**config.mk**
```make
export PLATFORM = sky130hd
export DESIGN_NAME = adq_mem
export DESIGN_NICKNAME = d
export VERILOG_FILES = /design/src/design/adq_pkg.sv /design/src/design/adq_mem.sv
export SDC_FILE = /design/constraint.sdc
export NUM_CORES = 2
export LEC_CHECK = 0
export BUFFER_PORTS_ARGS = -buffer_cell sky130_fd_sc_hd__buf_2
export CELL_PAD_IN_SITES_DETAIL_PLACEMENT = 0
export CELL_PAD_IN_SITES_GLOBAL_PLACEMENT = 2
export CORE_MARGIN = 3
export CORE_UTILIZATION = 50
export CTS_CLUSTER_DIAMETER = 40
export CTS_CLUSTER_SIZE = 40
export DETAILED_ROUTE_END_ITERATION = 7
export PLACE_DENSITY = 0.74
export SETUP_SLACK_MARGIN = 0.15
export SYNTH_ARGS = -nofsm -noshare
export SYNTH_HDL_FRONTEND = slang
export SYNTH_SLANG_ARGS = --single-unit
```
**constraint.sdc**
```tcl
create_clock -name clock -period 8.55 [get_ports clock]
set_input_delay 0.855 -clock clock [delete_from_list [all_inputs] [get_ports clock]]
set_output_delay 0.855 -clock clock [all_outputs]
set_load 0.005 [all_outputs]
```
**src/design/adq_pkg.sv**
```systemverilog
// Package for the array deque with id search.
// Shared constants, operation and status codes, entry and sequencer state types.
// No dependencies.
package adq_pkg;

   localparam int DEPTH_DEF = 64;
   localparam int OP_W      = 3;
   localparam int ID_W      = 32;
   localparam int PAY_W     = 32;
   localparam int STAT_W    = 2;
   localparam int OCC_W     = 7;

   localparam logic [OP_W-1:0] OP_PUSH_FRONT = 3'd0;
   localparam logic [OP_W-1:0] OP_PUSH_REAR  = 3'd1;
   localparam logic [OP_W-1:0] OP_POP_FRONT  = 3'd2;
   localparam logic [OP_W-1:0] OP_POP_REAR   = 3'd3;
   localparam logic [OP_W-1:0] OP_FIND_ID    = 3'd4;

   localparam logic [STAT_W-1:0] STAT_OK       = 2'd0;
   localparam logic [STAT_W-1:0] STAT_FULL     = 2'd1;
   localparam logic [STAT_W-1:0] STAT_EMPTY    = 2'd2;
   localparam logic [STAT_W-1:0] STAT_NOTFOUND = 2'd3;

   typedef struct packed {
      logic [ID_W-1:0]  id;
      logic [PAY_W-1:0] payload;
   } entry_type;

   typedef enum logic [2:0] {
      ST_IDLE,
      ST_POP,
      ST_SHIFT,
      ST_WRNEW,
      ST_FIND,
      ST_DONE
   } state_type;

endpackage

```
**src/design/adq_mem.sv**
```systemverilog
// Entry store: one write port, one read port with registered read data.
// Depends on adq_pkg for the entry type.
module adq_mem #(
   parameter int DEPTH = adq_pkg::DEPTH_DEF,
   parameter int AW    = $clog2(DEPTH)
) (
   input  logic               clock,
   input  logic               we,
   input  logic [AW-1:0]      waddr,
   input  adq_pkg::entry_type wdata,
   input  logic [AW-1:0]      raddr,
   output adq_pkg::entry_type rdata
);

   adq_pkg::entry_type mem_q [DEPTH];
   adq_pkg::entry_type rdata_ff;

   always_ff @(posedge clock) begin
      if (we) begin
         mem_q[waddr] <= wdata;
      end
      rdata_ff <= mem_q[raddr];
   end

   assign rdata = rdata_ff;

endmodule

```
# Word-level counts from Yosys, hierarchy flattened
# Memory sizes are Yosys's and may differ from the RTL's. A register that Yosys moved wholly into a read port is not among the register bits.
# Index checks and enable logic that the tools add are counted.
dict set report word_totals {
  ramBits 4096
  in_bits 78
  ff_bits 0
  memories 1
  elab_cells 3
}
# memory words width rd rd_ports_with_merged_regs wr line
set mem_list {}
lappend mem_list {mem_q 64 64 1 1 1 adq_mem.sv:15} ;# adq_pkg::entry_type mem_q [DEPTH];
dict set report classes {
  mux 2
}
# cell count
set op_table {}
lappend op_table {{$mux 1} 2}

# Depth between registers and ports, before layout
dict set report depth {
  ltp_word 2
  ltp_mapped 9
  mapped_depth_nobuf 5
}

# Worst setup path after synthesis
# No wires, ideal clock.
dict set report synth_timing {
  path_kind {input-to-reg}
  from {input waddr[3]}
  to {memory mem_q[48][0] (netlist name) (enable)}
  path_slack_ns 2.259
  required_time_ns 7.986
  t_arrival_ns 5.727
  setup_time_ns 0.564
  stages 4
  n_path_buf 1
  cell_sequence {clkbuf_1 -> nor2b_1 -> nand4b_1 -> nor3_1}
}
# item line
set synth_rtl {}
lappend synth_rtl {{from (decl)} adq_mem.sv:9} ;# input logic [AW-1:0] waddr,
lappend synth_rtl {{to (decl)} adq_mem.sv:15}
# Straight into the memory's write port.

==> run_results.csv <==
group,metric,value,unit
run_status,outcome,"finished clean",
worst_setup_path,crit_fanout,82,
worst_setup_path,slowest_stage,"buf_4",
yosys,yosysSeqAreaShare,79.5,%
detailed_routing,viasPerCell,6.51,
worst_setup_path,arrival,4.52,ns
placed_design,gp_congestion,0.800,
placed_design,portBuffers,141,
floorplan,start_util,50.4,%
yosys,synth_area,0.156,mm2
timing,max_freq,0.272,GHz
yosys,synth-seq-cells,4160,
detailed_routing,drt_iter0_markers,10100,
timing,period_share,43.0,%
timing,setup_tns,0,ns
clock_tree,clk_latency,1.03,ns
hold_path,hp-class,"primary input to flop",
worst_setup_path,r2r-end,"rdata[34]$_DFF_P_",
yosys,syn-num-nets,6676,
hold_path,hold_depth,2,
finish,instances_no_fill,11700,
detailed_routing,ant_nets,0,
clock_tree,cts_root_buf,"clkbuf_16",
floorplan,die-area,0.319,mm2
clock_tree,cts_made_buffers,519,
yosys,yosysWarningCount,0,
finish,fin_util,58.3,%
power_and_ir_drop,power_density,259,mW/mm2
finish,final_nets,7171,
clock_tree,clk_pin_slew,0.06,ns
placed_design,place.detailed.hpwl,230000,um
power_and_ir_drop,power_leakage,56.9,nW
timing,min_period,3.68,ns
finish,drive_above_1_share,30.9,%
worst_setup_path,ff2ff_path_depth,5,
worst_setup_path,crit_top_cell,"buf_12",
worst_setup_path,endpoint_kind,"flop",
worst_setup_path,critPathLaunchType,"primary input",
worst_setup_path,reg2reg_slack,6.23,ns
worst_setup_path,reg2reg_from,"mem_q[13][34]$_DFFE_PP_",
hold_path,whs_endpoint,"mem_q[56][17]$_DFFE_PP_",
clock_tree,postCtsSetupBuffers,0,
timing,rsz0062_at_grt,"no",
floorplan,ios,142,
clock_tree,cts-htree-levels,6,
worst_setup_path,cp.required,9.39,ns
timing,maxSlewViolCount,0,
detailed_routing,drc,0,
detailed_routing,drtPass1Iterations,5,
worst_setup_path,critPathMaxStageDelay,0.87,ns
global_route,antenna_found_initial,34,
placed_design,dp.cells,10700,
timing,fin_skew,0.0591,ns
global_route,grt_max_degree,136,
clock_tree,ctsResizeCount,0,
global_route,grt_overflow,0,
yosys,syn_avg_cell_area,23.7,um2
global_route,grt_pass1_vias,76900,
flow_run,maxCapViolCount,0,
timing,hold_viol_final,0,
floorplan,die_w,565,um
floorplan,coreArea,0.310,mm2
yosys,synth_cells,6598,
hold_path,hp-start,"wdata[17]",
worst_setup_path,critical_path_class,"primary input to flop",
timing,slew_headroom,9.68,%
timing,setup_viol,0,
finish,area_delta_synth_final,15.7,%
finish,multi_input_area,0.0308,mm2
detailed_routing,wl_per_cell,36.9,um
global_route,grt_usage,27.0,%
yosys,synth_cell_types,33,
detailed_routing,dr_total_vias,75900,
floorplan,die_h,565,um
clock_tree,cts_tree,"yes",
global_route,grt_pass1_wl,602000,um
worst_setup_path,crit_chain,"buf_12 -> buf_12 -> buf_4 -> mux4_2 -> mux2i_1 -> nand2_1 -> a41oi_1 -> a211oi_1",
floorplan,rows,204,
clock_tree,cts_buffer_depth,4,
detailed_routing,wirelength,430000,um
power_and_ir_drop,vdd_drop_max,0.000238,V
finish,register_area,0.124,mm2
timing,hold_ws,0.519,ns
clock_tree,holdBufCountCts,0,
timing,worstMarginPinSlew,1.35,ns
finish,fill_cells,21900,
clock_tree,clock-sinks,4160,
[critical path, delay by kind of cell]
kind	cells	cell delay (ns)
AO/OA/AOI/OAI	2	0.48
AND/OR/NAND/NOR	1	0.11
multiplexers	2	0.74
buffers and inverters	3	1.94
[state kept, by name, indices dropped and copies added, names as in the netlist]
register,cells
mem_q,4096
rdata,64
[worst max-delay path by stage]
stage | startpoint | to | slack [ns] | depth (start not counted)
floorplan | waddr[3] | mem_q[48][0]$_DFFE_PP_ | 2.26 | 4
global placement | raddr[0] | rdata[43]$_DFF_P_ | 3.78 | 8
detailed placement | raddr[0] | rdata[37]$_DFF_P_ | 3.75 | 8
CTS | raddr[0] | rdata[37]$_DFF_P_ | 4.83 | 8
global route | raddr[0] | rdata[43]$_DFF_P_ | 4.54 | 8
finish | raddr[0] | rdata[43]$_DFF_P_ | 4.87 | 8
[power breakdown]
| group | internal, mW | switching [mW] |
|---|---|---|
| Combinational | 0.696 | 1.22 |
| Sequential | 22.6 | 0.110 |
| Clock | 13.2 | 9.10 |
| Total | 36.5 | 10.4 |
[routing by layer]
layer / wire length [um] / global-route usage [%] / part of all wire [%] / vias to the layer above
met2: 209000 / 43.0 / 49 / 3835
li1: - / - / - / 29600
met5: 82 / 0 / 0.019 / -
met3: 37400 / 4.89 / 8.7 / 748
met1: 169000 / 38.5 / 39 / 41700
met4: 14300 / 8.44 / 3.3 / 12
[cells in the mapped netlist]
cell type / count / share of area, %
edfxtp_1: 4096 / 79
mux4_2: 1024 / 15
buf_2: 170 / 0.54
a22oi_1: 168 / 0.81
clkbuf_1: 140 / 0.34
mux2i_1: 135 / 0.86
nor2_1: 112 / 0.27
a22o_1: 88 / 0.49
o22ai_1: 83 / 0.33
and3_1: 64 / 0.26
dfxtp_1: 64 / 0.82
a211oi_1: 63 / 0.30
nand2_1: 58 / 0.14
nand3_1: 45 / 0.14
o221ai_1: 38 / 0.21
buf_4: 34 / 0.16
or3_1: 29 / 0.12
nor2b_1: 28 / 0.11
or2_2: 28 / 0.11
a41oi_1: 26 / 0.15
buf_1: 20 / 0.048
a2bb2oi_1: 19 / 0.11
inv_1: 19 / 0.046
a31oi_1: 18 / 0.072
nand2b_1: 11 / 0.044
buf_6: 6 / 0.043
and2_1: 3 / 0.012
nand3b_1: 2 / 0.0096
nand4_1: 2 / 0.0080
nor3_1: 2 / 0.0064
a31o_1: 1 / 0.0056
nand4b_1: 1 / 0.0056
or3b_2: 1 / 0.0056
[cell type report]
| class | count | area share, % |
|---|---|---|
| timing repair buffer | 344 | 1.40 |
| inverter | 19 | 0.0394 |
| clock buffer | 565 | 7.32 |
| tap | 4120 | 2.85 |
| sequential | 4160 | 68.7 |
| multi-input combinational | 2049 | 17.0 |
| clock inverter | 387 | 2.64 |
| antenna | 13 | 0.0180 |
[layout by cell type (no fill, tap or decap), types with 9 or more instances in the layout]
cell,instances
a31oi_1,18
bufinv_16,54
clkinvlp_4,45
o221ai_1,38
edfxtp_1,4096
a41oi_1,26
mux2i_1,135
or3_1,29
nor2_1,47
o22ai_1,83
nor2b_1,24
and3_1,64
or2_2,28
clkinv_1,65
a22oi_1,168
clkinv_16,26
dfxtp_1,64
buf_12,22
inv_1,19
diode_2,13
inv_8,15
buf_2,138
clkbuf_1,41
clkinv_8,23
clkinv_4,29
clkinv_2,79
a211oi_1,63
nand3_1,45
a22o_1,88
buf_4,182
nor2_4,65
clkbuf_16,521
nand2b_1,9
a2bb2oi_1,19
nand2_1,54
inv_16,13
inv_6,38
mux4_2,1024
[cell families (layout without fill, tap and decap cells)]
kind of cell | Yosys count | count (layout) | synth area share (%)
other cells | 0 | 13 | 0
mux | 1159 | 1159 | 15.6
flops | 4160 | 4160 | 79.5
buf+inv | 389 | 1315 | 1.18
simple gates | 386 | 386 | 1.24
compound gates | 504 | 504 | 2.48
[metrics by stage]
stage | power, mW | cell area [um2] | setup WS [ns]
final | 46.9 | 181000 | 4.87
after CTS | 47.2 | 181000 | 4.83
after global placement | 25.0 | 163000 | 3.78
after global routing | 48.2 | 181000 | 4.54
after floorplan | 24.1 | 156000 | 2.26
after detailed placement | 25.1 | 163000 | 3.75
Note: power is estimated with default switching activity, not from simulation.
