[src/design/adq_pkg.sv]
// Package for the array deque with id search.
// Shared constants, operation and status codes, entry and sequencer state types.
// No dependencies.
package adq_pkg;

   localparam int DEPTH_DEF = 64;
   localparam int OP_W      = 3;
   localparam int ID_W      = 32;
   localparam int PAY_W     = 32;
   localparam int STAT_W    = 2;
   localparam int OCC_W     = 7;

   localparam logic [OP_W-1:0] OP_PUSH_FRONT = 3'd0;
   localparam logic [OP_W-1:0] OP_PUSH_REAR  = 3'd1;
   localparam logic [OP_W-1:0] OP_POP_FRONT  = 3'd2;
   localparam logic [OP_W-1:0] OP_POP_REAR   = 3'd3;
   localparam logic [OP_W-1:0] OP_FIND_ID    = 3'd4;

   localparam logic [STAT_W-1:0] STAT_OK       = 2'd0;
   localparam logic [STAT_W-1:0] STAT_FULL     = 2'd1;
   localparam logic [STAT_W-1:0] STAT_EMPTY    = 2'd2;
   localparam logic [STAT_W-1:0] STAT_NOTFOUND = 2'd3;

   typedef struct packed {
      logic [ID_W-1:0]  id;
      logic [PAY_W-1:0] payload;
   } entry_type;

   typedef enum logic [2:0] {
      ST_IDLE,
      ST_POP,
      ST_SHIFT,
      ST_WRNEW,
      ST_FIND,
      ST_DONE
   } state_type;

endpackage

[src/design/adq_ifc.sv]
// Valid/ready channel interfaces for request and response transactions.
// Depends on adq_pkg for field widths.
interface adq_req_ifc;
   logic                          valid;
   logic                          ready;
   logic [adq_pkg::OP_W-1:0]      op;
   logic signed [adq_pkg::ID_W-1:0] customer_id;
   logic [adq_pkg::PAY_W-1:0]     entry_payload;

   modport source (output valid, output op, output customer_id, output entry_payload,
                   input ready);
   modport sink   (input valid, input op, input customer_id, input entry_payload,
                   output ready);
endinterface

interface adq_rsp_ifc;
   logic                            valid;
   logic                            ready;
   logic [adq_pkg::STAT_W-1:0]      status;
   logic signed [adq_pkg::ID_W-1:0] out_id;
   logic [adq_pkg::PAY_W-1:0]       out_payload;
   logic [adq_pkg::OCC_W-1:0]       occupancy;

   modport source (output valid, output status, output out_id, output out_payload,
                   output occupancy, input ready);
   modport sink   (input valid, input status, input out_id, input out_payload,
                   input occupancy, output ready);
endinterface

[src/design/adq_ctrl.sv]
// Sequencer for the deque: index bookkeeping, shift and search walks over the
// store, result staging and the response register. Depends on adq_pkg, adq_ifc.
module adq_ctrl #(
   parameter int DEPTH = adq_pkg::DEPTH_DEF,
   parameter int AW    = $clog2(DEPTH)
) (
   input  logic               clock,
   input  logic               reset,
   adq_req_ifc.sink           req_if,
   adq_rsp_ifc.source         rsp_if,
   output logic               mem_we,
   output logic [AW-1:0]      mem_waddr,
   output adq_pkg::entry_type mem_wdata,
   output logic [AW-1:0]      mem_raddr,
   input  adq_pkg::entry_type mem_rdata
);

   localparam int CW = $clog2(DEPTH + 1);
   localparam logic [AW-1:0] LAST_SLOT = AW'(DEPTH - 1);

   adq_pkg::state_type state_ff, state_in;
   logic [AW-1:0] head_ff, head_in, tail_ff, tail_in, rptr_ff, rptr_in;
   logic          empty_ff, empty_in;

   logic [adq_pkg::ID_W-1:0]   key_ff, key_in;
   logic [adq_pkg::PAY_W-1:0]  pay_ff, pay_in;
   logic [adq_pkg::STAT_W-1:0] res_stat_ff, res_stat_in;
   adq_pkg::entry_type         res_ent_ff, res_ent_in;

   logic                       out_valid_ff, out_valid_in;
   logic [adq_pkg::STAT_W-1:0] out_stat_ff, out_stat_in;
   adq_pkg::entry_type         out_ent_ff, out_ent_in;
   logic [adq_pkg::OCC_W-1:0]  out_occ_ff, out_occ_in;

   logic          accept, full, out_free, hit, last, shift_end;
   logic [CW-1:0] count;

   assign req_if.ready = (state_ff == adq_pkg::ST_IDLE);
   assign accept       = req_if.valid && req_if.ready;
   assign full         = !empty_ff && (tail_ff == LAST_SLOT);
   assign out_free     = !out_valid_ff || rsp_if.ready;
   assign hit          = (mem_rdata.id == key_ff);
   assign last         = (rptr_ff == tail_ff);
   assign shift_end    = (rptr_ff == '0);
   assign count        = empty_ff ? '0 : (CW'(tail_ff) - CW'(head_ff) + CW'(1));

   // next state
   always_comb begin
      state_in = state_ff;
      unique case (state_ff)
         adq_pkg::ST_IDLE: begin
            if (accept) begin
               state_in = adq_pkg::ST_DONE;
               unique case (req_if.op)
                  adq_pkg::OP_PUSH_FRONT: begin
                     if (!full && !empty_ff && head_ff == '0) state_in = adq_pkg::ST_SHIFT;
                  end
                  adq_pkg::OP_POP_FRONT, adq_pkg::OP_POP_REAR: begin
                     if (!empty_ff) state_in = adq_pkg::ST_POP;
                  end
                  adq_pkg::OP_FIND_ID: begin
                     if (!empty_ff) state_in = adq_pkg::ST_FIND;
                  end
                  default: state_in = adq_pkg::ST_DONE;
               endcase
            end
         end
         adq_pkg::ST_POP:   state_in = adq_pkg::ST_DONE;
         adq_pkg::ST_SHIFT: begin
            if (shift_end) state_in = adq_pkg::ST_WRNEW;
         end
         adq_pkg::ST_WRNEW: state_in = adq_pkg::ST_DONE;
         adq_pkg::ST_FIND: begin
            if (hit || last) state_in = adq_pkg::ST_DONE;
         end
         adq_pkg::ST_DONE: begin
            if (out_free) state_in = adq_pkg::ST_IDLE;
         end
         default: state_in = adq_pkg::ST_IDLE;
      endcase
   end

   // datapath and outputs
   always_comb begin
      head_in      = head_ff;
      tail_in      = tail_ff;
      empty_in     = empty_ff;
      rptr_in      = rptr_ff;
      key_in       = key_ff;
      pay_in       = pay_ff;
      res_stat_in  = res_stat_ff;
      res_ent_in   = res_ent_ff;
      out_stat_in  = out_stat_ff;
      out_ent_in   = out_ent_ff;
      out_occ_in   = out_occ_ff;
      out_valid_in = out_valid_ff && !rsp_if.ready;
      mem_we       = 1'b0;
      mem_waddr    = '0;
      mem_wdata    = '{id: req_if.customer_id, payload: req_if.entry_payload};
      mem_raddr    = rptr_ff;
      unique case (state_ff)
         adq_pkg::ST_IDLE: begin
            if (accept) begin
               key_in      = req_if.customer_id;
               pay_in      = req_if.entry_payload;
               res_stat_in = adq_pkg::STAT_OK;
               res_ent_in  = '0;
               unique case (req_if.op)
                  adq_pkg::OP_PUSH_FRONT, adq_pkg::OP_PUSH_REAR: begin
                     if (full) begin
                        res_stat_in = adq_pkg::STAT_FULL;
                     end else if (empty_ff) begin
                        head_in  = '0;
                        tail_in  = '0;
                        empty_in = 1'b0;
                        mem_we   = 1'b1;
                     end else if (req_if.op == adq_pkg::OP_PUSH_REAR) begin
                        tail_in   = tail_ff + AW'(1);
                        mem_we    = 1'b1;
                        mem_waddr = tail_ff + AW'(1);
                     end else if (head_ff == '0) begin
                        // front at slot 0: walk the entries up from the tail
                        tail_in   = tail_ff + AW'(1);
                        rptr_in   = tail_ff;
                        mem_raddr = tail_ff;
                     end else begin
                        head_in   = head_ff - AW'(1);
                        mem_we    = 1'b1;
                        mem_waddr = head_ff - AW'(1);
                     end
                  end
                  adq_pkg::OP_POP_FRONT, adq_pkg::OP_POP_REAR: begin
                     if (empty_ff) begin
                        res_stat_in = adq_pkg::STAT_EMPTY;
                     end else begin
                        mem_raddr = (req_if.op == adq_pkg::OP_POP_FRONT) ? head_ff : tail_ff;
                        if (head_ff == tail_ff) begin
                           empty_in = 1'b1;
                           head_in  = '0;
                           tail_in  = '0;
                        end else if (req_if.op == adq_pkg::OP_POP_FRONT) begin
                           head_in = head_ff + AW'(1);
                        end else begin
                           tail_in = tail_ff - AW'(1);
                        end
                     end
                  end
                  adq_pkg::OP_FIND_ID: begin
                     if (empty_ff) begin
                        res_stat_in = adq_pkg::STAT_EMPTY;
                     end else begin
                        res_stat_in = adq_pkg::STAT_NOTFOUND;
                        rptr_in     = head_ff;
                        mem_raddr   = head_ff;
                     end
                  end
                  default: res_stat_in = adq_pkg::STAT_OK;
               endcase
            end
         end
         adq_pkg::ST_POP: begin
            res_ent_in = mem_rdata;
         end
         adq_pkg::ST_SHIFT: begin
            // data read last cycle from rptr moves up one slot
            mem_we    = 1'b1;
            mem_waddr = rptr_ff + AW'(1);
            mem_wdata = mem_rdata;
            if (!shift_end) begin
               rptr_in   = rptr_ff - AW'(1);
               mem_raddr = rptr_ff - AW'(1);
            end
         end
         adq_pkg::ST_WRNEW: begin
            mem_we    = 1'b1;
            mem_waddr = '0;
            mem_wdata = '{id: key_ff, payload: pay_ff};
         end
         adq_pkg::ST_FIND: begin
            if (hit) begin
               res_stat_in = adq_pkg::STAT_OK;
               res_ent_in  = mem_rdata;
            end else if (!last) begin
               rptr_in   = rptr_ff + AW'(1);
               mem_raddr = rptr_ff + AW'(1);
            end
         end
         adq_pkg::ST_DONE: begin
            if (out_free) begin
               out_valid_in = 1'b1;
               out_stat_in  = res_stat_ff;
               out_ent_in   = res_ent_ff;
               out_occ_in   = adq_pkg::OCC_W'(count);
            end
         end
         default: begin
            mem_we = 1'b0;
         end
      endcase
   end

   always_ff @(posedge clock) begin
      if (reset) begin
         state_ff     <= adq_pkg::ST_IDLE;
         head_ff      <= '0;
         tail_ff      <= '0;
         empty_ff     <= 1'b1;
         out_valid_ff <= 1'b0;
      end else begin
         state_ff     <= state_in;
         head_ff      <= head_in;
         tail_ff      <= tail_in;
         empty_ff     <= empty_in;
         out_valid_ff <= out_valid_in;
      end
   end

   always_ff @(posedge clock) begin
      rptr_ff     <= rptr_in;
      key_ff      <= key_in;
      pay_ff      <= pay_in;
      res_stat_ff <= res_stat_in;
      res_ent_ff  <= res_ent_in;
      out_stat_ff <= out_stat_in;
      out_ent_ff  <= out_ent_in;
      out_occ_ff  <= out_occ_in;
   end

   assign rsp_if.valid       = out_valid_ff;
   assign rsp_if.status      = out_stat_ff;
   assign rsp_if.out_id      = out_ent_ff.id;
   assign rsp_if.out_payload = out_ent_ff.payload;
   assign rsp_if.occupancy   = out_occ_ff;

endmodule

[src/flat_wrapper.sv]
// flat-port wrapper written by rule: the top's interface ports become plain ports
module adq_ctrl_flat 
#(
   parameter int DEPTH = adq_pkg::DEPTH_DEF,
   parameter int AW    = $clog2(DEPTH)
)
  (clock, reset, mem_we, mem_waddr, mem_wdata, mem_raddr, mem_rdata, req_if_valid, req_if_op, req_if_customer_id, req_if_entry_payload, req_if_ready, rsp_if_valid, rsp_if_status, rsp_if_out_id, rsp_if_out_payload, rsp_if_occupancy, rsp_if_ready);
  adq_req_ifc req_if_i ();
  adq_rsp_ifc rsp_if_i ();
  input  logic clock;
  input  logic reset;
  output logic mem_we;
  output logic [AW-1:0] mem_waddr;
  output adq_pkg::entry_type mem_wdata;
  output logic [AW-1:0] mem_raddr;
  input  adq_pkg::entry_type mem_rdata;
  input wire logic [$bits(req_if_i.valid)-1:0] req_if_valid;
  input wire logic [$bits(req_if_i.op)-1:0] req_if_op;
  input wire logic [$bits(req_if_i.customer_id)-1:0] req_if_customer_id;
  input wire logic [$bits(req_if_i.entry_payload)-1:0] req_if_entry_payload;
  output wire logic [$bits(req_if_i.ready)-1:0] req_if_ready;
  output wire logic [$bits(rsp_if_i.valid)-1:0] rsp_if_valid;
  output wire logic [$bits(rsp_if_i.status)-1:0] rsp_if_status;
  output wire logic [$bits(rsp_if_i.out_id)-1:0] rsp_if_out_id;
  output wire logic [$bits(rsp_if_i.out_payload)-1:0] rsp_if_out_payload;
  output wire logic [$bits(rsp_if_i.occupancy)-1:0] rsp_if_occupancy;
  input wire logic [$bits(rsp_if_i.ready)-1:0] rsp_if_ready;
  assign req_if_i.valid = req_if_valid;
  assign req_if_i.op = req_if_op;
  assign req_if_i.customer_id = req_if_customer_id;
  assign req_if_i.entry_payload = req_if_entry_payload;
  assign req_if_ready = req_if_i.ready;
  assign rsp_if_valid = rsp_if_i.valid;
  assign rsp_if_status = rsp_if_i.status;
  assign rsp_if_out_id = rsp_if_i.out_id;
  assign rsp_if_out_payload = rsp_if_i.out_payload;
  assign rsp_if_occupancy = rsp_if_i.occupancy;
  assign rsp_if_i.ready = rsp_if_ready;
  adq_ctrl #(.DEPTH(DEPTH), .AW(AW)) u_core (.clock(clock), .reset(reset), .req_if(req_if_i), .rsp_if(rsp_if_i), .mem_we(mem_we), .mem_waddr(mem_waddr), .mem_wdata(mem_wdata), .mem_raddr(mem_raddr), .mem_rdata(mem_rdata));
endmodule
[config.mk]
export PLATFORM = sky130hd
export DESIGN_NAME = adq_ctrl_flat
export DESIGN_NICKNAME = d
export VERILOG_FILES = /design/src/design/adq_pkg.sv /design/src/design/adq_ifc.sv /design/src/design/adq_ctrl.sv /design/src/flat_wrapper.sv
export SDC_FILE = /design/constraint.sdc
export NUM_CORES = 1
export LEC_CHECK = 0
export BUFFER_PORTS_ARGS = -buffer_cell sky130_fd_sc_hd__buf_2
export CAP_MARGIN = 20
export CORE_UTILIZATION = 52
export CTS_BUF_LIST = sky130_fd_sc_hd__clkbuf_8
export DETAILED_ROUTE_END_ITERATION = 8
export PLACE_DENSITY = 0.9
export SLEW_MARGIN = 20
export SYNTH_ARGS = -nofsm -noshare
export SYNTH_HDL_FRONTEND = slang
export SYNTH_SLANG_ARGS = --single-unit
[constraint.sdc]
create_clock -name clock -period 11.1 [get_ports clock]
set_clock_uncertainty 0.1 [all_clocks]
set_input_delay 0.555 -clock clock [delete_from_list [all_inputs] [get_ports clock]]
set_output_delay 0.555 -clock clock [all_outputs]
set_load 0.03 [all_outputs]
* Word-level counts from Yosys, hierarchy flattened
Index checks and enable logic that the tools add are counted.
** Storage, ports and cells
- Register bits after elaboration :: 226
- Bits in latches :: 0
- Bits in writable memories :: 0
- Memory bits (read-only) :: 0
- Input port bits :: 135
- Output and inout port bits :: 152
- Logic and storage cells :: 153
- Memories kept :: 0
** Operators by class
- Add/subtract/negate cells :: 8
- Multipliers :: 0
- Divide/modulo/power cells :: 0
- Order comparisons :: 0
- Equal/unequal tests :: 26
- Shift-type cells :: 0
- Muxes and demuxes :: 72
- Bitwise operators :: 0
- Reduce and logical (&&, ||, !) cells :: 32
** Operators by type and width (count)
- 6-bit two-way mux :: 32
- 64-bit one-hot mux with 3 select lines :: 1
- 64-bit two-way mux :: 2
- 64-bit one-hot mux with 2 select lines :: 1
- 6-bit one-hot mux with 3 select lines :: 3
- 6-bit one-hot mux with 2 select lines :: 4
- 32-bit == test :: 1
- 6-bit by 1-bit adder with 6-bit output (second input constant) :: 3
- 3-bit two-way mux :: 6
- 6-bit by 1-bit subtractor with 6-bit output (second input constant) :: 3
- 3-bit one-hot mux with 5 select lines :: 1
- 1-bit two-way mux :: 14
- 3-bit by 2-bit == test with 1-bit output (second input constant) :: 4
- 6-bit == test :: 2
- 6-bit zero test :: 2
- 3-bit == test (second input constant) :: 3
- 3-bit one-hot mux with 3 select lines :: 1
- 3-bit AND reduction :: 3
- 2-bit by 1-bit != test with 1-bit output (second input constant) :: 4
- 4-bit AND reduction :: 2
- 8-bit AND reduction :: 1
- 2-bit OR reduction :: 4
- 7-bit by 1-bit adder with 7-bit output (second input constant) :: 1
- 7-bit AND reduction :: 1
- other kinds (19) :: 39

* Logic depth before layout (Yosys ltp)
Gate-level depths: netlist (run 1).
- Depth after elaboration :: 9
- Gate-level depth with buffers :: 12
- Mapped depth without buffers :: 11

* Worst setup path after synthesis (run 1)
OpenSTA, ideal clock, no wires.
- Kind :: input port to flip-flop
- From :: input port req_if_valid
- To :: register u_core.res_ent_ff[0] in the netlist's numbering, enable pin
- Library setup time :: 0.507 ns
- Arrival time :: 5.753 ns
- Required time :: 10.493 ns
- Slack :: 4.740 ns
- Stages on the path :: 5
- Path buffers :: 1
- Cells stage by stage :: or4b_1 > buf_2 > inv_1 > nor2_1 > a21oi_1
** On the way
- Word-level cells in the longest chain between the ends :: 3
** Ends and longest elaborated chain
- start, declared :: RTL line flat_wrapper.sv:17 : input wire logic [$bits(req_if_i.valid)-1:0] req_if_valid;
- 1-bit logical AND :: RTL line adq_ctrl.sv:39 : assign accept = req_if.valid && req_if.ready;
- 2-bit != test (no line)
- 3-bit AND reduction (no line)
- end signal, assigned :: RTL line adq_ctrl.sv:223 : res_ent_ff <= res_ent_in;
- end, declared :: RTL line adq_ctrl.sv:28 : adq_pkg::entry_type res_ent_ff, res_ent_in;
No other way between the ends.
A chain may end at the register's enable or synchronous reset.

* Final worst setup path (run 1)
- From :: register u_core.state_ff[0]
- To :: output port mem_raddr[2]
** On the way
- Word-level cells in the longest chain between the ends :: 4
- Elaborated cells between the ends (all ways) :: 6
- Classes of those cells :: 2 x eq/ne; 2 x mux; 2 x reduce/logical
** Ends and longest elaborated chain
- start, declared :: RTL line adq_ctrl.sv:21 : adq_pkg::state_type state_ff, state_in;
- start signal, assigned :: RTL line adq_ctrl.sv:204 : state_ff <= adq_pkg::ST_IDLE;
- start signal, assigned :: RTL line adq_ctrl.sv:210 : state_ff <= state_in;
- 3-bit zero test :: RTL line adq_ctrl.sv:38, adq_ctrl.sv:101
- 1-bit logical AND :: RTL line adq_ctrl.sv:39
- 6-bit two-way mux :: RTL line adq_ctrl.sv:103 : if (accept) begin
- 6-bit one-hot mux with 3 select lines * :: RTL line adq_ctrl.sv:101 : unique case (state_ff)
- end, declared :: RTL line flat_wrapper.sv:15 : output logic [AW-1:0] mem_raddr;
Mark *: on every way between the ends. The rest lies on a longest branch, timed or not.

==> impl_metrics.env, run 1 <==
export IMPL_cts_resized=0
export IMPL_fin_setup_tns_ns=0
export IMPL_drive_gt1_share_pct=28.4
export IMPL_finalHoldViolCount=0
export IMPL_cap_violations=0
export IMPL_yosysSeqAreaShare_pct=58.7
export IMPL_drcViolationCount=0
export IMPL_syn_area_sq_mm=0.0113
export IMPL_ios=287
export IMPL_ctsRootBufferMaster="clkbuf_8"
export IMPL_wl_met2_microns=15200
export IMPL_status="finished clean"
export IMPL_cts_tree="done"
export IMPL_cts_inserted_buffers=38
export IMPL_fin_nets=1392
export IMPL_overflow=0
export IMPL_p_leak_nw=5.41
export IMPL_fin_crit_ns=4.28
export IMPL_clk_latency_ns=0.52
export IMPL_slew_viol_final=0
export IMPL_row_count=53
export IMPL_antenna_cells=0
export IMPL_cts_buffer_depth=3
export IMPL_area_growth_pct=20.2
export IMPL_cts_clk_slew_worst_paths_ns=0.06
export IMPL_crit_path_end_kind="primary output"
export IMPL_tightestPinTransition_ns=0.961
export IMPL_cts_setup_buffers=0
export IMPL_power_total_mw=2.23
export IMPL_grt_pass1_vias=8445
export IMPL_relSlewSlack_pct=35.9
export IMPL_h_tree_depth=2
export IMPL_setup_violations=0
export IMPL_die_w_microns=149
export IMPL_synthDistinctLibCells=64
export IMPL_irDropWorstVdd_v=0.0000699
export IMPL_place_hpwl_microns=22500
export IMPL_synth_nets=1126
export IMPL_grt_pass1_wl_microns=46600
export IMPL_min_path_type="in -> reg"
export IMPL_drt_pass1_iter_count=5
export IMPL_die_area_sq_mm=0.0223
export IMPL_power_density_mw_per_mm2=164
export IMPL_layout_setup_ws_ns=6.82
export IMPL_die_y_microns=149
export IMPL_worstPathMaxFanout=57
export IMPL_ys_warn_count=0
export IMPL_max_stage_delay_ns=0.79
export IMPL_highest_layer="met4"
export IMPL_synthFlopType="edfxtp_1"
export IMPL_gp_congestion=0.958
export IMPL_period_share_pct=38.5
export IMPL_clock_fmax_mhz=234
export IMPL_utilization_pct=64.0
export IMPL_async_reset_ff_share_pct=0
export IMPL_wl_per_cell_microns=20.3
export IMPL_startpoint_type="register"
export IMPL_grt_setup_unrepaired="false"
export IMPL_crit_arrival_ns=3.62
export IMPL_grtUsageTotal_pct=27.5
export IMPL_cts_sinks=226
export IMPL_path_cells="buf_4, nor2_1, nand2_1, a21oi_1, a32oi_1, o211ai_1, buf_2"
export IMPL_core_area_sq_mm=0.0212
export IMPL_synth_edff_count=209
export IMPL_start_util_pct=53.3
export IMPL_layout_commonest_cell="buf_2"
export IMPL_cp_slowest_cell="buf_4"
export IMPL_wl_met3_microns=2730
export IMPL_m1WireLength_microns=12100
export IMPL_layout_common_cells="buf_2, edfxtp_1, nand2_1"
export IMPL_avgSynthCellArea_sq_um=11.6
export IMPL_via_per_inst=5.83
export IMPL_grt_start_max_net_pins=131
export IMPL_port_buffers=286
export IMPL_pre_cts_ws_ns=7.00
export IMPL_ctsHoldBuffers=0
export IMPL_ant_nets=0
export IMPL_critical_path_required_ns=10.45
export IMPL_drtIter0Drc=1132
export IMPL_vias=8965
export IMPL_antenna_found_initial=0
export IMPL_synth_seq_cells=226
export IMPL_routed_wl_microns=31200
export IMPL_netlist_instances=972
export IMPL_crit_type="reg -> out"
## worst max-delay path, delay by kind of cell, from the launching register on
family	cells	cell delay, ns
compound gates	3	0.79
buf+inv	2	1.02
flops	1	0.59
simple gates	2	0.63
## through the flow
step | cells | cell area, sq um | hold slack (ns)
6_report | 1539 | 13500 | 0.124
5_1_grt | 1539 | 13500 | 0.0964
4_1_cts | 1539 | 13500 | 0.0927
3_5_place_dp | 1473 | 12900 | 0.305
3_3_place_gp | 1473 | 12900 | 0.301
2_1_floorplan | 972 | 11300 | 0.300
## sequential cells by signal, summed over array words and instances, names as in the netlist
signal / flops
u_core.rptr_ff: 6
u_core.rsp_if.out_payload: 32
u_core.res_ent_ff: 64
u_core.empty_ff: 1
u_core.rsp_if.status: 2
u_core.rsp_if.valid: 1
u_core.head_ff: 6
u_core.res_stat_ff: 2
u_core.tail_ff: 6
u_core.state_ff: 3
u_core.pay_ff: 32
u_core.rsp_if.out_id: 32
u_core.key_ff: 32
u_core.rsp_if.occupancy: 7
## metal layers
layer,vias up,track usage [%]
met1,4235,35.1
met4,0,10.6
met5,-,0
li1,4120,-
met2,511,46.0
met3,99,5.81
## kinds of logic after synthesis
logic type	after synthesis	share of synthesized area, %
multiplexers	71	6.32
XOR/XNOR	56	4.35
AO/OA/AOI/OAI	228	12.8
flip-flops	226	58.7
adder cells (fa/ha/maj)	19	2.18
buffers and inverters	91	3.15
AND/OR/NAND/NOR	281	12.4
## area by class of cell
| cell class | count | area [sq um] |
|---|---|---|
| fill | 1608 | 7610 |
| sequential | 226 | 6620 |
| multi-input combinational | 655 | 4340 |
| timing repair buffer | 295 | 1500 |
| clock buffer | 39 | 537 |
| tap | 275 | 344 |
| clock inverter | 27 | 119 |
| inverter | 22 | 82.6 |
## synthesized netlist by cell type (6+ instances only)
cell type | instances | share of area [%]
edfxtp_1 | 209 | 56
nand2_1 | 100 | 3.3
o21ai_0 | 91 | 4.0
mux2i_1 | 70 | 6.2
and2_1 | 67 | 3.7
clkbuf_1 | 52 | 1.7
xnor2_1 | 49 | 3.8
nor2_1 | 43 | 1.4
a21oi_1 | 35 | 1.6
inv_1 | 21 | 0.70
ha_1 | 18 | 2.0
dfxtp_1 | 17 | 3.0
nand4_1 | 13 | 0.72
o22ai_1 | 13 | 0.72
buf_2 | 11 | 0.49
nor3_1 | 11 | 0.49
o211ai_1 | 11 | 0.73
nand3_1 | 10 | 0.44
a211oi_1 | 9 | 0.60
a21o_1 | 7 | 0.47
xor2_1 | 7 | 0.54
a22oi_1 | 6 | 0.40
a31oi_1 | 6 | 0.33
buf_1 | 6 | 0.20
or3_1 | 6 | 0.33
## final timing paths
kind	end	slack, ns	from	depth (start not counted)
hold reg to reg	u_core.rsp_if.out_payload[3]	0.32	u_core.res_ent_ff[3]	0
hold / removal	u_core.key_ff[4]	0.12	req_if_customer_id[4]	1
setup reg to reg	u_core.res_ent_ff[12]	7.10	u_core.state_ff[1]	6
setup / recovery	mem_raddr[2]	6.82	u_core.state_ff[0]	7
## where the power goes
group	switching [mW]	internal, mW	total (mW)
combinational	0.296	0.148	0.445
sequential	0.0547	1.08	1.14
clock	0.317	0.327	0.644
(Power assumes the default switching activity.)
==> run 2: changes to the inputs <==
- ABC_AREA: default -> 1
- clock period: 11.1 -> 4.5 ns (I/O delays scaled with it)
==> impl_metrics.env, run 2 <==
export IMPL_status="complete, but fails checks"
export IMPL_violations="DRC"
export IMPL_area_growth_pct=32.3
export IMPL_synth_xor_area_share_pct=3.26
export IMPL_hold_ws_ns=0.0901
export IMPL_cts_resized=0
export IMPL_synthDistinctLibCells=40
export IMPL_layout_common_cells="buf_2, nand2_1, edfxtp_1"
export IMPL_pre_cts_ws_ns=1.39
export IMPL_fin_setup_tns_ns=0
export IMPL_cp_depth=10
export IMPL_cts_sinks=226
export IMPL_max_stage_delay_ns=0.60
export IMPL_via_per_inst=5.84
export IMPL_path_common_cell="nand2_1"
export IMPL_p_leak_nw=6.88
export IMPL_synthMuxAreaShare_pct=0
export IMPL_grt_pass1_vias=11100
export IMPL_cts_tree="done"
export IMPL_antenna_found_initial=1
export IMPL_relSlewSlack_pct=34.3
export IMPL_vias=11000
export IMPL_critical_path_required_ns=4.18
export IMPL_syn_area_sq_mm=0.0113
export IMPL_routed_wl_microns=39800
export IMPL_cp_slowest_cell="inv_2"
export IMPL_synthFlopType="edfxtp_1"
export IMPL_port_buffers=286
export IMPL_die_area_sq_mm=0.0223
export IMPL_drive_gt1_share_pct=23.7
export IMPL_start_util_pct=53.4
export IMPL_cts_inserted_buffers=38
export IMPL_yosysTopAreaCell="edfxtp_1"
export IMPL_synth_nets=1321
export IMPL_yosysMostFrequentCell="nand2_1"
export IMPL_ios=287
export IMPL_ys_warn_count=0
export IMPL_layout_setup_ws_ns=0.614
export IMPL_cts_clk_slew_worst_paths_ns=0.06
export IMPL_h_tree_depth=2
export IMPL_wl_per_cell_microns=21.1
export IMPL_place_hpwl_microns=23600
export IMPL_die_y_microns=149
export IMPL_ctsRootBufferMaster="clkbuf_8"
export IMPL_row_count=53
export IMPL_synth_seq_cells=226
export IMPL_largest_reg_flops=64
export IMPL_grt_pass1_wl_microns=59500
export IMPL_worstPathMaxFanout=40
export IMPL_crit_type="reg -> out"
export IMPL_ant_nets=0
export IMPL_cap_violations=0
export IMPL_yosys_top_cells_count="nand2_1, edfxtp_1, inv_1, nor2_1, o221ai_1"
export IMPL_crit_path_end_kind="primary output"
export IMPL_irDropWorstVdd_v=0.000470
export IMPL_avgSynthCellArea_sq_um=9.68
export IMPL_cp_num_buf_inv=5
export IMPL_synth_top_area_share_pct=55.5
export IMPL_largest_register="u_core.res_ent_ff"
export IMPL_synthTopCellsByArea="edfxtp_1, nand2_1, inv_1"
export IMPL_reg2reg_depth=8
export IMPL_synth_edff_count=209
export IMPL_setup_violations=0
export IMPL_netlist_instances=1167
export IMPL_min_path_cells=4
export IMPL_slew_viol_final=0
export IMPL_synth_compound_area_share_pct=10.0
export IMPL_crit_arrival_ns=3.56
export IMPL_drcViolationCount=1
export IMPL_synth_simple_area_share_pct=17.8
export IMPL_period_share_pct=86.4
export IMPL_fillers=1399
export IMPL_cp_top_family="buffers and inverters"
export IMPL_overflow=0
export IMPL_layout_commonest_cell="buf_2"
export IMPL_synth_fa_ha_area_share_pct=2.17
export IMPL_clk_latency_ns=0.57
export IMPL_fin_crit_ns=3.89
export IMPL_finalNonFillerCells=1889
export IMPL_placed_cells=1691
export IMPL_yosysSeqAreaShare_pct=58.6
export IMPL_async_reset_ff_share_pct=0
export IMPL_finalHoldViolCount=0
export IMPL_fin_nets=1741
export IMPL_clock_fmax_mhz=257
export IMPL_cts_buffer_depth=3
export IMPL_gp_congestion=0.972
export IMPL_startpoint_type="register"
export IMPL_grt_start_max_net_pins=65
export IMPL_antenna_cells=0
export IMPL_power_total_mw=8.22
export IMPL_grt_setup_unrepaired="false"
export IMPL_power_density_mw_per_mm2=550
export IMPL_core_area_sq_mm=0.0212
export IMPL_synth_top_family_by_area="simple AND/OR/NAND/NOR gates"
export IMPL_drtIter0Drc=1182
export IMPL_drt_pass1_iter_count=8
export IMPL_grtUsageTotal_pct=35.9
export IMPL_die_w_microns=149
export IMPL_tightestPinTransition_ns=0.984
export IMPL_path_cells="inv_1, nand2_1, nor2_1, inv_2, nand2_1, inv_2, buf_4, nand2_1, o221ai_1, buf_2"
export IMPL_min_path_type="in -> reg"
export IMPL_cts_setup_buffers=0
## run 2: what timing repair did
| action | 4_1_cts | 5_1_grt |
|---|---|---|
| hold buffers | 131 | 0 |
| endpoints found under the hold margin | 136 | 0 |
| endpoints found under the setup margin | 0 | 0 |
## run 2: metal layers
layer | vias to the layer above | GRT usage (%) | part of all wire (%)
met2 | 896 | 58.4 | 48
met5 | - | 0.455 | 0.048
met4 | 2 | 21.7 | 6.3
li1 | 4790 | - | -
met1 | 5095 | 40.2 | 34
met3 | 253 | 12.9 | 11
## run 2: worst paths after layout
path,from,to,slack (ns)
min,req_if_op[0],u_core.head_ff[5],0.09
min reg2reg,u_core.res_ent_ff[1],u_core.rsp_if.out_payload[1],0.30
max reg2reg,u_core.key_ff[12],u_core.res_ent_ff[62],1.20
max,u_core.state_ff[0],mem_wdata[21],0.61
## run 2: logic make-up after synthesis
| family | after synthesis |
|---|---|
| xor gates and xnor gates | 42 |
| buffers and inverters | 238 |
| and+or+nand+nor | 478 |
| DFF | 226 |
| AOI/OAI and AO/OA | 164 |
| adders and majority gates | 19 |
## run 2: power by group
group          internal, mW  total (mW)  leakage, nW  switching (mW)
Clock                 0.799        1.66        0.375           0.863
Sequential             3.27        3.64         2.13           0.368
Combinational         0.820        2.92         4.37            2.10
## run 2: through the flow
| stage | utilization (%) | instance area, sq um |
|---|---|---|
| floorplan | - | 11300 |
| global placement | 61.3 | 13000 |
| detailed placement | 61.3 | 13000 |
| CTS | 70.7 | 14900 |
| global route | 70.7 | 14900 |
| finish | 70.7 | 14900 |
## run 2: layout make-up
type | count | area [sq um] | share of cell area (%)
Sequential cell | 226 | 6620 | 44.3
Multi-Input combinational cell | 703 | 3780 | 25.3
Timing Repair Buffer | 425 | 2820 | 18.8
Inverter | 193 | 724 | 4.85
Clock buffer | 38 | 523 | 3.50
Tap cell | 275 | 344 | 2.30
Clock inverter | 29 | 140 | 0.938
## run 2: worst reg2reg max path: stages (launching register included)
cell	delay (ns)
edfxtp_1	0.40
xnor2_1	0.23
nand2_1	0.09
nor2_1	0.29
nand2_1	0.09
nor2_1	0.52
a21oi_1	0.25
a211oi_4	0.19
buf_4	0.70
